File: src/sv/u8sd_pkg.sv
// ----------------------------------------------------------------------------
// u8sd_pkg
// Shared types and constants for the UTF-8 stream decoder.
// ----------------------------------------------------------------------------
package u8sd_pkg;

   localparam int unsigned BYTE_W    = 8;
   localparam int unsigned CODE_W    = 16;
   localparam int unsigned SKIP_W    = 2;
   localparam int unsigned FIFO_DEPTH = 4;
   localparam int unsigned FIFO_AW   = $clog2(FIFO_DEPTH);
   localparam int unsigned FIFO_CW   = $clog2(FIFO_DEPTH + 1);

   localparam logic [CODE_W-1:0] REPLACEMENT_CHAR = 16'hFFFD;
   localparam logic [SKIP_W-1:0] SKIP_AFTER_LEAD4 = 2'd3;

   typedef enum logic [2:0] {
      MODE_IDLE    = 3'd0,
      MODE_TWO_1   = 3'd1,
      MODE_THREE_2 = 3'd2,
      MODE_THREE_1 = 3'd3,
      MODE_SKIP    = 3'd4
   } mode_type;

   typedef struct packed {
      mode_type              mode;
      logic [CODE_W-1:0]     partial_code;
      logic [SKIP_W-1:0]     skip_left;
   } dec_state_type;

   typedef struct packed {
      logic [CODE_W-1:0] code_point;
      logic              end_of_text;
      logic              last_of_run;
   } result_type;

endpackage

File: src/sv/u8sd_decode.sv
// ----------------------------------------------------------------------------
// u8sd_decode
// Decodes one text byte against the current state: next state and up to
// two results.
// ----------------------------------------------------------------------------
module u8sd_decode
   import u8sd_pkg::*;
(
   input  logic [BYTE_W-1:0] text_byte,
   input  dec_state_type     cur_state,
   output dec_state_type     nxt_state,
   output logic [1:0]        res_count,
   output result_type        res0,
   output result_type        res1
);

   logic       pending;
   logic       is_cont;
   result_type eot_res;

   assign pending = (cur_state.mode == MODE_TWO_1) || (cur_state.mode == MODE_THREE_2) ||
                    (cur_state.mode == MODE_THREE_1);
   assign is_cont = (text_byte[7:6] == 2'b10);

   always_comb begin
      eot_res = '{code_point: '0, end_of_text: 1'b1, last_of_run: 1'b1};
   end

   always_comb begin
      logic do_lead;
      do_lead   = 1'b0;
      nxt_state = cur_state;
      res_count = 2'd0;
      res0      = '{code_point: '0, end_of_text: 1'b0, last_of_run: 1'b1};
      res1      = eot_res;

      if (text_byte == '0) begin
         // end of text: flush any partial code point, then the terminator
         nxt_state = '{mode: MODE_IDLE, partial_code: '0, skip_left: '0};
         if (pending) begin
            res0      = '{code_point: cur_state.partial_code, end_of_text: 1'b0,
                          last_of_run: 1'b0};
            res_count = 2'd2;
         end else begin
            res0      = eot_res;
            res_count = 2'd1;
         end
      end else begin
         unique case (cur_state.mode)
            MODE_TWO_1, MODE_THREE_1: begin
               res0.code_point        = cur_state.partial_code |
                                        {10'd0, text_byte[5:0]};
               res_count              = 2'd1;
               nxt_state.mode         = MODE_IDLE;
               nxt_state.partial_code = '0;
            end
            MODE_THREE_2: begin
               nxt_state.partial_code = cur_state.partial_code |
                                        {4'd0, text_byte[5:0], 6'd0};
               nxt_state.mode         = MODE_THREE_1;
            end
            MODE_SKIP: begin
               if (is_cont && (cur_state.skip_left != '0)) begin
                  nxt_state.skip_left = cur_state.skip_left - 1'b1;
                  if (cur_state.skip_left == 2'd1) begin
                     nxt_state.mode = MODE_IDLE;
                  end
               end else begin
                  do_lead = 1'b1;
               end
            end
            default: begin
               do_lead = 1'b1;
            end
         endcase

         if (do_lead) begin
            nxt_state.mode      = MODE_IDLE;
            nxt_state.skip_left = '0;
            priority if (text_byte[7] == 1'b0) begin
               res0.code_point = {8'd0, text_byte};
               res_count       = 2'd1;
            end else if (text_byte[7:5] == 3'b110) begin
               nxt_state.partial_code = {5'd0, text_byte[4:0], 6'd0};
               nxt_state.mode         = MODE_TWO_1;
            end else if (text_byte[7:4] == 4'b1110) begin
               nxt_state.partial_code = {text_byte[3:0], 12'd0};
               nxt_state.mode         = MODE_THREE_2;
            end else if (text_byte[7:3] == 5'b11110) begin
               nxt_state.mode      = MODE_SKIP;
               nxt_state.skip_left = SKIP_AFTER_LEAD4;
               res0.code_point     = REPLACEMENT_CHAR;
               res_count           = 2'd1;
            end else begin
               res0.code_point = REPLACEMENT_CHAR;
               res_count       = 2'd1;
            end
         end
      end
   end

endmodule

File: src/sv/u8sd_result_fifo.sv
// ----------------------------------------------------------------------------
// u8sd_result_fifo
// Small result queue: takes up to two results per cycle, hands out one unless stalled.
// ----------------------------------------------------------------------------
module u8sd_result_fifo
   import u8sd_pkg::*;
(
   input  logic        clock,
   input  logic        reset,
   input  logic [1:0]  push_count,
   input  result_type  push0,
   input  result_type  push1,
   output logic        has_room,
   output logic        out_valid,
   input  logic        out_stall,
   output result_type  out_data
);

   result_type           mem_ff [FIFO_DEPTH];
   logic [FIFO_AW-1:0]   wr_ptr_ff, wr_ptr_in;
   logic [FIFO_AW-1:0]   rd_ptr_ff, rd_ptr_in;
   logic [FIFO_CW-1:0]   count_ff, count_in;
   logic                 pop;
   logic [FIFO_AW-1:0]   wr_ptr_nx1;

   assign out_valid  = (count_ff != '0);
   assign out_data   = mem_ff[rd_ptr_ff];
   assign pop        = out_valid && !out_stall;
   // room for a full two-result transaction
   assign has_room   = (count_ff <= FIFO_CW'(FIFO_DEPTH - 2));
   assign wr_ptr_nx1 = wr_ptr_ff + 1'b1;

   always_comb begin
      wr_ptr_in = wr_ptr_ff + FIFO_AW'(push_count);
      rd_ptr_in = rd_ptr_ff + FIFO_AW'(pop);
      count_in  = count_ff + FIFO_CW'(push_count) - FIFO_CW'(pop);
   end

   always_ff @(posedge clock) begin
      if (reset) begin
         wr_ptr_ff <= '0;
         rd_ptr_ff <= '0;
         count_ff  <= '0;
      end else begin
         wr_ptr_ff <= wr_ptr_in;
         rd_ptr_ff <= rd_ptr_in;
         count_ff  <= count_in;
      end
   end

   always_ff @(posedge clock) begin
      if (push_count != 2'd0) begin
         mem_ff[wr_ptr_ff] <= push0;
      end
      if (push_count == 2'd2) begin
         mem_ff[wr_ptr_nx1] <= push1;
      end
   end

endmodule

File: src/sv/utf8_stream_decoder_core.sv
// ----------------------------------------------------------------------------
// utf8_stream_decoder_core
// Byte-serial UTF-8 decoder for the Basic Multilingual Plane: one text byte
// per transaction in, 16-bit code points out.
// ----------------------------------------------------------------------------
//
//   channel  direction  handshake            payload
//   req      in         req_valid/req_stall  req_text_byte[7:0]
//   rsp      out        rsp_valid/rsp_stall  rsp_code_point[15:0],
//                                            rsp_end_of_text, rsp_last_of_run
//
// One byte is accepted per cycle while req_stall is low; its results are
// written into a four-entry result queue at the same edge and go out on rsp
// in order. A zero byte that closes a pending sequence yields two results, so
// it takes two rsp transactions; the queue absorbs them while input flows.
// req_stall comes from the registered queue fill only (high when fewer than
// two slots are free), never combinationally from rsp_stall.
// Synchronous reset clears the decode state and empties the queue.
// ----------------------------------------------------------------------------
module utf8_stream_decoder_core
   import u8sd_pkg::*;
(
   input  logic                clock,
   input  logic                reset,
   input  logic                req_valid,
   output logic                req_stall,
   input  logic [BYTE_W-1:0]   req_text_byte,
   output logic                rsp_valid,
   input  logic                rsp_stall,
   output logic [CODE_W-1:0]   rsp_code_point,
   output logic                rsp_end_of_text,
   output logic                rsp_last_of_run
);

   dec_state_type state_ff;
   dec_state_type state_in;
   dec_state_type dec_next;
   logic [1:0]    dec_count;
   result_type    dec_res0;
   result_type    dec_res1;
   logic [1:0]    push_count;
   logic          has_room;
   logic          accept;
   result_type    out_data;

   // decode the incoming byte against the held state
   u8sd_decode u_decode (
      .text_byte (req_text_byte),
      .cur_state (state_ff),
      .nxt_state (dec_next),
      .res_count (dec_count),
      .res0      (dec_res0),
      .res1      (dec_res1)
   );

   // accept only when a two-result transaction is guaranteed to fit
   assign req_stall  = !has_room;
   assign accept     = req_valid && has_room;
   assign push_count = accept ? dec_count : 2'd0;

   // advance the state only on an accepted byte, hold otherwise
   always_comb begin
      state_in = accept ? dec_next : state_ff;
   end

   always_ff @(posedge clock) begin
      if (reset) begin
         state_ff <= '{mode: MODE_IDLE, partial_code: '0, skip_left: '0};
      end else begin
         state_ff <= state_in;
      end
   end

   u8sd_result_fifo u_result_fifo (
      .clock      (clock),
      .reset      (reset),
      .push_count (push_count),
      .push0      (dec_res0),
      .push1      (dec_res1),
      .has_room   (has_room),
      .out_valid  (rsp_valid),
      .out_stall  (rsp_stall),
      .out_data   (out_data)
   );

   assign rsp_code_point  = out_data.code_point;
   assign rsp_end_of_text = out_data.end_of_text;
   assign rsp_last_of_run = out_data.last_of_run;

endmodule

File: config.mk
export PLATFORM = sky130hd
export DESIGN_NAME = utf8_stream_decoder_core
export DESIGN_NICKNAME = d
export VERILOG_FILES = /design/src/sv/u8sd_pkg.sv /design/src/sv/u8sd_decode.sv /design/src/sv/u8sd_result_fifo.sv /design/src/sv/utf8_stream_decoder_core.sv
export SDC_FILE = /design/constraint.sdc
export NUM_CORES = 1
export LEC_CHECK = 0
export BUFFER_PORTS_ARGS = -buffer_cell sky130_fd_sc_hd__buf_2
export CORE_UTILIZATION = 60
export CTS_CLUSTER_SIZE = 30
export DETAILED_ROUTE_END_ITERATION = 8
export HOLD_SLACK_MARGIN = 0.08
export PLACE_DENSITY_LB_ADDON = 0.25
export SYNTH_ARGS = -nofsm -noshare
export SYNTH_HDL_FRONTEND = slang
export SYNTH_HIERARCHICAL = 1
export SYNTH_SLANG_ARGS = --single-unit
File: constraint.sdc
create_clock -name clock -period 4.7 [get_ports clock]
set_input_delay 0.705 -clock clock [delete_from_list [all_inputs] [get_ports clock]]
set_output_delay 0.705 -clock clock [all_outputs]
set_load 0.02 [all_outputs]
; ---- After elaboration in Yosys (flattened, before gate mapping)
; Memories as Yosys holds them, arrays and structs flattened. A register that Yosys moved wholly into a read port is not among the register bits.
; Cells that the tools add are included.
[word_totals]
ramBits = 72
reg_bits = 28
output_inout_bits = 20
in_bits = 12
wordCells = 86
memories = 1
[mem_list]
columns = memory, depth, word_bits, read_ports, rd_ports_with_merged_regs, wr, line_no
row1 = u_result_fifo.mem_ff, 4, 18, 1, 1, 2, u8sd_result_fifo.sv:19  ; result_type mem_ff [FIFO_DEPTH];
[op_classes]
n_addsub = 6
order_cmp = 1
reduce_logical = 18
muxes = 40
n_bitwise = 2
n_eq_ne = 12
[ops]
columns = op, count
row1 = $mux 16, 7
row2 = $mux 21, 3
row3 = $pmux 16 s2, 1
row4 = $mux 2, 13
row5 = $mux 19, 1
row6 = $mux 18, 1
row7 = $or 16x12->16, 1
row8 = $or 16x6->16, 1
row9 = $mux 3, 4
row10 = $pmux 3 s3, 1
row11 = $reduce_bool 3->1, 3
row12 = $logic_not 8->1, 1
row13 = $mux 1, 8
row14 = $ne 4x1->1 const B, 2
row15 = $eq 3x2->1 const B, 2
row16 = $eq 3x3->1 const B, 2
row17 = $eq 5x5->1 const B, 1
row18 = $reduce_bool 5->1, 1
row19 = $eq 2x2->1 const B, 2
row20 = $eq 4x4->1 const B, 1
row21 = $reduce_and 4->1, 1
row22 = $reduce_bool 2->1, 2
row23 = $add 3x2->3, 1
row24 = $eq 3x1->1 const B, 1
row25 = other kinds (14), 18

; ---- Logic depth before layout (Yosys ltp)
; Gate-level depths: netlist of the first run.
[logic_depth]
word_depth = 12
ltp_mapped = 15

; ---- Cells and area by module
; The synthesis of the first run kept the hierarchy.
[modules_own_cells]
columns = mod, cells_per_inst, seq_area_each_um2, area_each_um2, instances
row1 = u8sd_result_fifo, 221, 2302.2, 3933.8, 1
row2 = utf8_stream_decoder_core, 99, 420.4, 1019.7, 1
row3 = u8sd_decode, 108, 0.0, 787.0, 1

; ---- Worst setup path after synthesis of the first run
; Ideal clock, no wire load.
[synth_timing]
path_kind = input port to flip-flop
start = in req_text_byte[6]
end = mem u_result_fifo/mem_ff[0][0] (netlist bit), enable pin
path_buffers = 1
path_stages = 9
setup_slack_ns = 0.896
t_arrival_ns = 3.383
path_cell_list = nor2_1 and4_4 buf_6 nor3_1 o21ai_2 o21ai_0 and3_1 nor2_1 o31ai_1
[synth_lines]
columns = item, line_no
row1 = from (decl), utf8_stream_decoder_core.sv:27  ; input logic [BYTE_W-1:0] req_text_byte,
row2 = to (decl), u8sd_result_fifo.sv:19

==> impl_metrics.py, run 1 <==
metrics = {
    "status": {
        "status": "finished clean",
    },
    "synthesis": {
        "synthCells": 428,
        "syn_avg_cell_area_um2": 13.4,
        "async_flop_share_pct": 0,
        "synth_top_area_share_pct": 37.7,
        "synth.most_common_cell": "edfxtp_1",
        "yosys-top-cells-count": "edfxtp_1 (72), mux2_2 (62), dfxtp_1 (28)",
        "yosysTopAreaCell": "edfxtp_1",
        "netlist_area_um2": 5740,
        "synth.area.top_cells": "edfxtp_1 (38%), mux2_2 (12%), dfxtp_1 (9.8%)",
        "synth-seq-cells": 100,
        "ys.flop_type": "edfxtp_1",
        "synth_edf_count": 72,
        "synth-seq-area-share_pct": 47.4,
        "yosys_warnings": 6,
        "synth_cell_types": 54,
    },
    "floorplanning": {
        "fp.dieH_um": 99.8,
        "core_area_um2": 9240,
        "rows": 35,
        "fp.dieArea_um2": 9960,
        "io_pins": 32,
        "start_util_pct": 62.1,
        "die_x_um": 99.8,
    },
    "power": {
        "p_switching_w": 0.000838,
        "intPower_w": 0.00166,
        "ir_drop_uv": 172,
        "netSwitchingFraction_pct": 33.5,
        "p_seq_share_pct": 45.0,
        "p_clk_share_pct": 22.3,
        "power_density_nw_per_um2": 415,
        "combPwrFrac_pct": 32.8,
        "p_leak_nw": 2.13,
    },
    "route": {
        "ant_nets": 0,
        "drc": 0,
        "drtIter0Drc": 144,
        "wirelength_um": 11200,
        "vias_per_cell": 5.92,
        "avgRoutedWirePerCell_um": 19.3,
        "vias": 3444,
        "dr.pass1.iters": 4,
    },
    "flow_run": {
        "maxCapViolations": 0,
    },
    "placed_design": {
        "dp.cells": 566,
        "gp_congestion": 0.869,
        "place_hpwl_um": 7300,
        "pre_cts_slack_ns": 0.819,
        "placed_area_um2": 5830,
        "numPortBuffers": 31,
    },
    "timing": {
        "skew_ns": 0.0131,
        "finalHoldViolCount": 0,
        "period_needed_ns": 3.63,
        "fin_setup_tns_ns": 0,
        "worst_pin_slew_ns": 1.08,
        "fin_crit_sh_pct": 77.2,
        "fin_ws_ns": 1.07,
        "fmax_mhz": 276,
        "report.final.slew_viol_count": 0,
        "setup_viol": 0,
        "slew_headroom_pct": 27.9,
        "rsz0062_at_grt": "false",
    },
    "worst_setup_path": {
        "critPathCaptureType": "register",
        "cp_cell_sequence": "inv_1 > ha_1 > nor2_1 > and4_4 > nor3_1 > o21ai_2 > o21ai_0 > and3_1 > nor2b_2 > and3b_2 > a21o_1",
        "crit_fanout": 19,
        "critical_path_arrival_ns": 3.62,
        "critPathRequiredTime_ns": 4.69,
        "crit_type": "reg -> reg",
        "cp-start-kind": "register",
        "slowest_stage": "a21o_1",
        "max_stage_delay_ns": 0.65,
    },
    "final_layout": {
        "fillers": 709,
        "drive_above_1_share_pct": 42.2,
        "post-route-cell-area_um2": 6030,
        "final_util_pct": 65.2,
        "syn2layout_area_growth_pct": 4.97,
        "finalNonFillerCells": 582,
        "diodes": 0,
        "fin_nets": 466,
    },
    "cts": {
        "cts_buffers": 9,
        "root_buffer": "clkbuf_8",
        "cts.sink_count": 100,
        "cts_buffer_depth": 2,
        "clk_latency_ns": 0.36,
        "cts_max_level": 3,
        "cts_resized": 0,
        "hold_buffers": 0,
        "cts_tree": "done",
        "clk_pin_slew_ns": 0.10,
        "post_cts_buffers": 0,
    },
    "global_routing": {
        "grt_pass1_vias": 3455,
        "globalRouteOverflowTotal": 0,
        "antenna_found_initial": 0,
        "grt_max_degree": 44,
        "grt_pass1_wl_um": 18000,
        "grt_usage_pct": 24.1,
    },
    "worst_hold_path": {
        "worstHoldPathType": "reg -> reg",
    },
}
-- layout by cell type (no fill, tap or decap), types with 2 or more instances in the layout --
master / count
a211oi_1: 2
a21bo_1: 17
a21bo_2: 4
a21o_1: 3
a21o_2: 9
a21oi_1: 9
a21oi_2: 17
a21oi_4: 2
a22o_1: 10
and2_1: 7
and3_1: 2
buf_2: 31
buf_4: 9
clkbuf_8: 9
clkinvlp_4: 2
conb_1: 18
dfxtp_1: 28
edfxtp_1: 72
ha_1: 5
inv_1: 9
mux2_2: 62
mux2_4: 10
mux4_2: 18
nand2_1: 2
nand2b_1: 2
nand3_1: 22
nor2_1: 21
nor2b_1: 4
nor3_1: 4
nor4_1: 3
o21ai_0: 5
o2bb2ai_1: 4
or3_1: 3
xnor2_1: 3
-- layer usage --
layer	global-route usage (%)	part of all wire (%)	wire length [um]	vias to the layer above
met3	2.65	3.4	385	17
met1	31.7	44	4980	1732
met5	0	0	0	-
li1	-	-	-	1628
met4	10.1	1.9	212	0
met2	40.9	50	5650	67
-- worst max-delay path, delay by kind of cell, from the launching register on --
kind | cells | cell delay [ns]
AND/OR/NAND/NOR | 6 | 1.55
AO/OA/AOI/OAI | 3 | 1.03
flip-flops | 1 | 0.41
adder cells (fa/ha/maj) | 1 | 0.20
buffers and inverters | 1 | 0.06
-- power groups by stage --
stage                     Clock [W]  Sequential (W)  Combinational (W)
final                      0.000557         0.00112           0.000819
after CTS                  0.000569         0.00113           0.000824
after detailed placement          0         0.00115           0.000820
after global placement            0         0.00114           0.000799
after global routing       0.000598         0.00113           0.000893
after floorplan                   0         0.00111           0.000683
-- sequential cells by signal, summed over array words and instances (netlist names) --
register and count:
u_result_fifo/mem_ff 72, state_ff 21, u_result_fifo/wr_ptr_ff 2, u_result_fifo/count_ff 3, u_result_fifo/rd_ptr_ff 2
-- layout make-up --
cell class	instances	area (um^2)	area share (%)
clock inverter	7	75.1	1.25
sequential	100	2720	45.2
multi-input combinational	288	2690	44.6
timing repair buffer	40	223	3.70
inverter	9	33.8	0.561
clock buffer	9	124	2.06
tap	129	161	2.68
-- logic make-up (layout without fill, tap and decap cells) --
family,after synthesis,after routing,share of synthesized area [%]
flops,100,100,47.4
mux,90,90,21.8
compound gates,89,89,13.1
simple gates,81,81,8.15
buf+inv,56,65,7.26
fa+ha+maj,6,6,1.44
xor+xnor,4,4,0.610
other cells,2,18,0.131
-- path summary, 6_finish.rpt --
path	from	endpoint	slack, ns	depth (start not counted)
min reg2reg	u_result_fifo/rd_ptr_ff[0]	u_result_fifo/rd_ptr_ff[0]	0.51	2
max	state_ff[0]	u_result_fifo/mem_ff[2][9]	1.07	11
min	u_result_fifo/rd_ptr_ff[0]	u_result_fifo/rd_ptr_ff[0]	0.51	2
max reg2reg	state_ff[0]	u_result_fifo/mem_ff[2][9]	1.07	11
-- stage by stage --
stage,total power (W),hold WS (ns)
after floorplan,0.00179,0.482
after global placement,0.00194,0.483
final,0.00250,0.505
after global routing,0.00263,0.566
after detailed placement,0.00197,0.497
after CTS,0.00252,0.512
No activity file was read; power rests on OpenSTA's default activity.
==> run 2: changes to the inputs <==
ABC_AREA = 1   (was default)
clock period = 3.4 ns   (was 4.7 ns; I/O delays follow)
==> run 2 against run 1 <==
  * Cell area is 9.4% higher
  * Combinational power grew to 2.5 times the previous value
  * Total power is 78% higher
  * Via count is 45% higher
  * Non-clock buffer count is 2 higher
  * Utilization is 1.1 points lower
  * Sequential share of layout area is 3.9 points lower
  * Global-route usage is 2.3 points higher
  * Maximum frequency is 31% higher
  * Synthesized cell count is 76% higher
  * Largest cell class is now multi-input gates
  * Highest routed layer unchanged
==> impl_metrics.py, run 2 <==
metrics = {
    "status": {
        "status": "finished clean",
    },
    "floorplanning": {
        "start_util_pct": 61.7,
        "core_area_um2": 10300,
        "io_pins": 32,
        "fp.dieArea_um2": 11000,
        "fp.dieH_um": 105,
        "die_x_um": 105,
        "rows": 37,
    },
    "route": {
        "vias_per_cell": 5.47,
        "wirelength_um": 13600,
        "dr.pass1.iters": 5,
        "vias": 4996,
        "drtIter0Drc": 290,
        "drc": 0,
        "avgRoutedWirePerCell_um": 14.8,
        "ant_nets": 0,
    },
    "timing": {
        "finalHoldViolCount": 0,
        "slew_headroom_pct": 46.8,
        "fin_setup_tns_ns": 0,
        "rsz0062_at_grt": "false",
        "setup_viol": 0,
        "period_needed_ns": 2.78,
        "worst_pin_slew_ns": 0.791,
        "skew_ns": 0.0130,
        "report.final.slew_viol_count": 0,
        "fmax_mhz": 360,
        "fin_crit_sh_pct": 81.6,
    },
    "global_routing": {
        "grt_max_degree": 43,
        "grt_pass1_vias": 4724,
        "grt_usage_pct": 26.4,
        "antenna_found_initial": 0,
        "globalRouteOverflowTotal": 0,
        "grt_pass1_wl_um": 22700,
    },
    "synthesis": {
        "synth_top_area_share_pct": 34.1,
        "syn_avg_cell_area_um2": 8.43,
        "synth_cell_types": 39,
        "synth.area.top_cells": "edfxtp_1 (34%), o21ai_2 (11%), nand2_1 (9.7%)",
        "yosys-top-cells-count": "nand2_1 (164), nor2_1 (104), inv_1 (87)",
        "synth.most_common_cell": "nand2_1",
        "ys.flop_type": "edfxtp_1",
        "async_flop_share_pct": 0,
        "netlist_area_um2": 6340,
        "yosysTopAreaCell": "edfxtp_1",
        "synth_edf_count": 72,
        "synth-seq-cells": 100,
        "synth-seq-area-share_pct": 43.0,
        "yosys_warnings": 6,
        "synthCells": 752,
    },
    "flow_run": {
        "maxCapViolations": 0,
    },
    "worst_setup_path": {
        "critPathCaptureType": "register",
        "critical_path_arrival_ns": 2.82,
        "crit_type": "reg -> reg",
        "cp-start-kind": "register",
        "critPathRequiredTime_ns": 3.44,
        "crit_fanout": 18,
    },
    "cts": {
        "clk_latency_ns": 0.37,
        "hold_buffers": 0,
        "cts_resized": 0,
        "cts_max_level": 3,
        "cts_tree": "done",
        "root_buffer": "clkbuf_8",
        "cts_buffers": 9,
        "cts_buffer_depth": 2,
        "cts.sink_count": 100,
        "clk_pin_slew_ns": 0.09,
        "post_cts_buffers": 0,
    },
    "power": {
        "p_switching_w": 0.00188,
        "p_clk_share_pct": 15.4,
        "power.total_w": 0.00446,
        "ir_drop_uv": 344,
        "intPower_w": 0.00258,
        "p_seq_share_pct": 38.3,
        "p_leak_nw": 2.79,
        "power_density_nw_per_um2": 677,
        "combPwrFrac_pct": 46.3,
        "netSwitchingFraction_pct": 42.2,
    },
    "final_layout": {
        "drive_above_1_share_pct": 23.1,
        "largest_reg_flops": 72,
        "diodes": 0,
        "largestRegisters": "u_result_fifo/mem_ff (72), state_ff (21), u_result_fifo/count_ff (3)",
        "largest-register": "u_result_fifo/mem_ff",
        "final_util_pct": 64.1,
        "layout_common_cells": "nand2_1 (164), nor2_1 (104), inv_1 (87), o21ai_2 (76), edfxtp_1 (72)",
        "finalNonFillerCells": 914,
        "fin_nets": 791,
        "layout_commonest_cell": "nand2_1",
        "syn2layout_area_growth_pct": 4.03,
    },
    "placed_design": {
        "place_hpwl_um": 9630,
        "dp.cells": 898,
        "numPortBuffers": 31,
        "gp_congestion": 0.882,
    },
    "worst_hold_path": {
        "worstHoldPathType": "in -> reg",
    },
}
[run 2: changes by cell type after synthesis, moves of 10 or more]
cell / delta
a21bo_1: -17
a21oi_2: -16
a22o_1: -10
inv_1: +78
mux2_2: -62
mux2_4: -10
mux4_2: -18
nand2_1: +162
nand2_2: +11
nor2_1: +83
o21ai_0: +26
o21ai_1: +13
o21ai_2: +75
o22ai_1: +18
[run 2: layer usage]
metal | track usage, % | routed length [um] | vias to the layer above
met4 | 8.35 | 203 | 0
met3 | 3.93 | 589 | 17
met5 | 0 | 0 | -
met2 | 47.6 | 7070 | 118
li1 | - | - | 2479
met1 | 32.3 | 5710 | 2382
[run 2: logic make-up (layout without fill, tap and decap cells)]
| family | Yosys count | after routing | synth area share, % |
|---|---|---|---|
| simple gates | 329 | 329 | 24.3 |
| flops | 100 | 100 | 43.0 |
| other cells | 2 | 18 | 0.119 |
| xor+xnor | 4 | 4 | 0.553 |
| fa+ha+maj | 6 | 6 | 1.30 |
| buf+inv | 143 | 153 | 12.1 |
| compound gates | 168 | 168 | 18.7 |
[run 2: final cells by class]
cell class | count | area, um^2
clock buffers | 13 | 149
clock inverters | 3 | 21.3
fillers | 918 | 3680
inverters | 95 | 364
multi-input cells | 525 | 2930
flip-flops and latches | 100 | 2720
well taps | 136 | 170
repair buffers | 42 | 238
[run 2: per-stage QoR]
stage                     worst slack, ns  instance area, um^2  hold slack (ns)
after floorplan                    -0.160                 6400            0.489
after global placement              0.491                 6420            0.500
after detailed placement            0.411                 6420            0.514
after CTS                           0.608                 6590            0.358
after global routing                0.379                 6590            0.371
final                               0.624                 6590            0.373
[run 2: path summary, 6_finish.rpt]
| kind | start | depth (start not counted) | end | slack (ns) |
|---|---|---|---|---|
| max | state_ff[18] | 13 | u_result_fifo/mem_ff[0][8] | 0.62 |
| min | reset | 2 | u_result_fifo/count_ff[1] | 0.37 |
| max reg2reg | state_ff[18] | 13 | u_result_fifo/mem_ff[0][8] | 0.62 |
| min reg2reg | state_ff[3] | 4 | state_ff[3] | 0.52 |
[run 2: power by group through the flow]
| stage | Sequential, W | Combinational [W] | Clock [W] |
|---|---|---|---|
| after CTS | 0.00171 | 0.00206 | 0.000701 |
| after global placement | 0.00173 | 0.00200 | 0 |
| after detailed placement | 0.00174 | 0.00206 | 0 |
| after global routing | 0.00173 | 0.00230 | 0.000745 |
| final | 0.00171 | 0.00206 | 0.000687 |
| after floorplan | 0.00172 | 0.00161 | 0 |
[run 2: critical path, stage by stage, from the launching register on]
cell and delay, ns:
dfxtp_1 0.42, inv_2 0.08, nand2_4 0.13, nor2_4 0.05, nand2_4 0.13, nand3_4 0.13
nand2_4 0.11, nand2_2 0.06, nand2_1 0.06, inv_1 0.04, nor2_1 0.43, nor2_1 0.23
o31ai_2 0.21, buf_4 0.33
==> run 3: changes to the inputs <==
CORE_UTILIZATION = 56   (was 60)
clock period = 2.35 ns   (was 3.4 ns; I/O delays follow)
==> run 3 against run 2 <==
  * Sequential cell count unchanged
  * Clock power increased by 100%
  * Maximum frequency is 25% higher
  * Utilization rose by 1.5 points
  * Cell area increased by 8.8%
  * Routed wire length up 7.7%
==> impl_metrics.py, run 3 (synthesis gave the netlist of run 2 again) <==
metrics = {
    "route": {
        "wirelength_um": 14600,
        "vias_per_cell": 5.32,
        "avgRoutedWirePerCell_um": 15.3,
        "ant_nets": 0,
        "drc": 0,
        "drtIter0Drc": 322,
        "vias": 5088,
        "dr.pass1.iters": 5,
    },
    "timing": {
        "fmax_mhz": 451,
        "finalHoldViolCount": 0,
        "fin_crit_sh_pct": 94.4,
        "worst_pin_slew_ns": 0.962,
        "rsz0062_at_grt": "false",
        "fin_ws_ns": 0.132,
        "report.final.slew_viol_count": 0,
        "fin_setup_tns_ns": 0,
        "whs_ns": 0.244,
        "period_needed_ns": 2.22,
        "setup_viol": 0,
        "skew_ns": 0.00756,
        "slew_headroom_pct": 35.3,
    },
    "placed_design": {
        "numPortBuffers": 31,
        "pre_cts_slack_ns": -0.234,
        "place_hpwl_um": 10100,
        "dp.cells": 938,
        "gp_congestion": 0.882,
    },
    "floorplanning": {
        "die_x_um": 108,
        "io_pins": 32,
        "fp.dieArea_um2": 11700,
        "rows": 38,
        "fp.dieH_um": 108,
        "start_util_pct": 58.0,
        "core_area_um2": 10900,
    },
    "global_routing": {
        "antenna_found_initial": 0,
        "globalRouteOverflowTotal": 0,
        "grt_max_degree": 38,
        "grt_pass1_vias": 4987,
        "grt_pass1_wl_um": 23900,
        "grt_usage_pct": 26.8,
    },
    "final_layout": {
        "layout_common_cells": "nand2_1 (164), nor2_1 (100), inv_1 (85), o21ai_2 (76), edfxtp_1 (72)",
        "final_util_pct": 65.6,
        "multiInputGateArea_um2": 3010,
        "largestRegisters": "u_result_fifo/mem_ff (72), state_ff (21), u_result_fifo/count_ff (3)",
        "finalNonFillerCells": 956,
        "regArea_um2": 2720,
        "layout_commonest_cell": "nand2_1",
        "fin_nets": 829,
        "fillers": 910,
        "diodes": 0,
        "largest-register": "u_result_fifo/mem_ff",
        "largest_reg_flops": 72,
        "drive_above_1_share_pct": 28.2,
        "syn2layout_area_growth_pct": 13.2,
    },
    "worst_setup_path": {
        "crit_fanout": 36,
        "critPathRequiredTime_ns": 2.45,
        "cp-start-kind": "register",
        "crit_type": "reg -> reg",
        "critPathCaptureType": "register",
        "critical_path_arrival_ns": 2.32,
    },
    "cts": {
        "root_buffer": "clkbuf_16",
        "cts.sink_count": 100,
        "cts_buffer_depth": 2,
        "hold_buffers": 0,
        "cts_buffers": 9,
        "cts_tree": "done",
        "clk_pin_slew_ns": 0.07,
        "cts_max_level": 3,
        "clk_latency_ns": 0.34,
    },
    "power": {
        "ir_drop_uv": 466,
        "power_density_nw_per_um2": 1010,
        "p_leak_nw": 3.07,
    },
    "worst_hold_path": {
        "worstHoldPathType": "in -> reg",
    },
    "flow_run": {
        "maxCapViolations": 0,
    },
    "status": {
        "status": "finished clean",
    },
}
[run 3: cell types whose count changed in the layout (fill, tap and decap cells not counted), moves of 3 or more]
cell	change
buf_4	+29
buf_12	+8
nor2_1	-4
clkinv_2	+3
clkbuf_8	-10
o31ai_2	-4
clkbuf_1	-3
clkbuf_16	+9
nor2_4	+4
o31ai_4	+4
[run 3: final timing paths]
check	depth (start not counted)	slack, ns	endpoint	start
setup / recovery	16	0.13	u_result_fifo/mem_ff[1][12]	state_ff[0]
hold / removal	2	0.24	u_result_fifo/count_ff[1]	reset
setup reg to reg	16	0.13	u_result_fifo/mem_ff[1][12]	state_ff[0]
hold reg to reg	4	0.52	state_ff[3]	state_ff[3]
[run 3: worst max-delay path, stage by stage (launching register included)]
cell and delay, ns:
dfxtp_1 0.34, inv_1 0.07, ha_4 0.17, nor2_2 0.14
nand2_4 0.07, nand3_4 0.07, nand2_4 0.05, nand2_2 0.05
nand2_1 0.06, inv_1 0.09, nor2_4 0.05, buf_6 0.13
nor2_8 0.16, nand3_4 0.12, buf_12 0.20, nand2_1 0.12
o21ai_2 0.07
[run 3: repair_timing]
item,4_1_cts,5_1_grt
endpoints found under the setup margin,36,146
resized for setup,0,5
buffers inserted,2,0
pin swaps,2,0
[run 3: stage by stage]
stage | area [um^2] | total power [W]
final | 7180 | 0.00722
after global routing | 7180 | 0.00770
after CTS | 7160 | 0.00723
after detailed placement | 6840 | 0.00579
after global placement | 6840 | 0.00567
after floorplan | 6490 | 0.00487
[run 3: report_power, final]
| part | internal (W) | switching (W) |
|---|---|---|
| logic | 0.00125 | 0.00214 |
| clock network | 0.000724 | 0.000668 |
| registers | 0.00232 | 0.000124 |
[run 3: area by class of cell]
class / count / area share [%]
clock buffers: 9 / 3.14
clock inverters: 7 / 0.697
repair buffers: 80 / 8.74
inverters: 95 / 5.11
well taps: 140 / 2.44
flip-flops and latches: 100 / 38.0
multi-input cells: 525 / 41.9
[run 3: layer usage]
layer / track usage [%] / wire length (um)
met1: 31.4 / 6170
met5: 0 / 0
met2: 50.4 / 7610
met4: 7.82 / 150
met3: 3.80 / 677
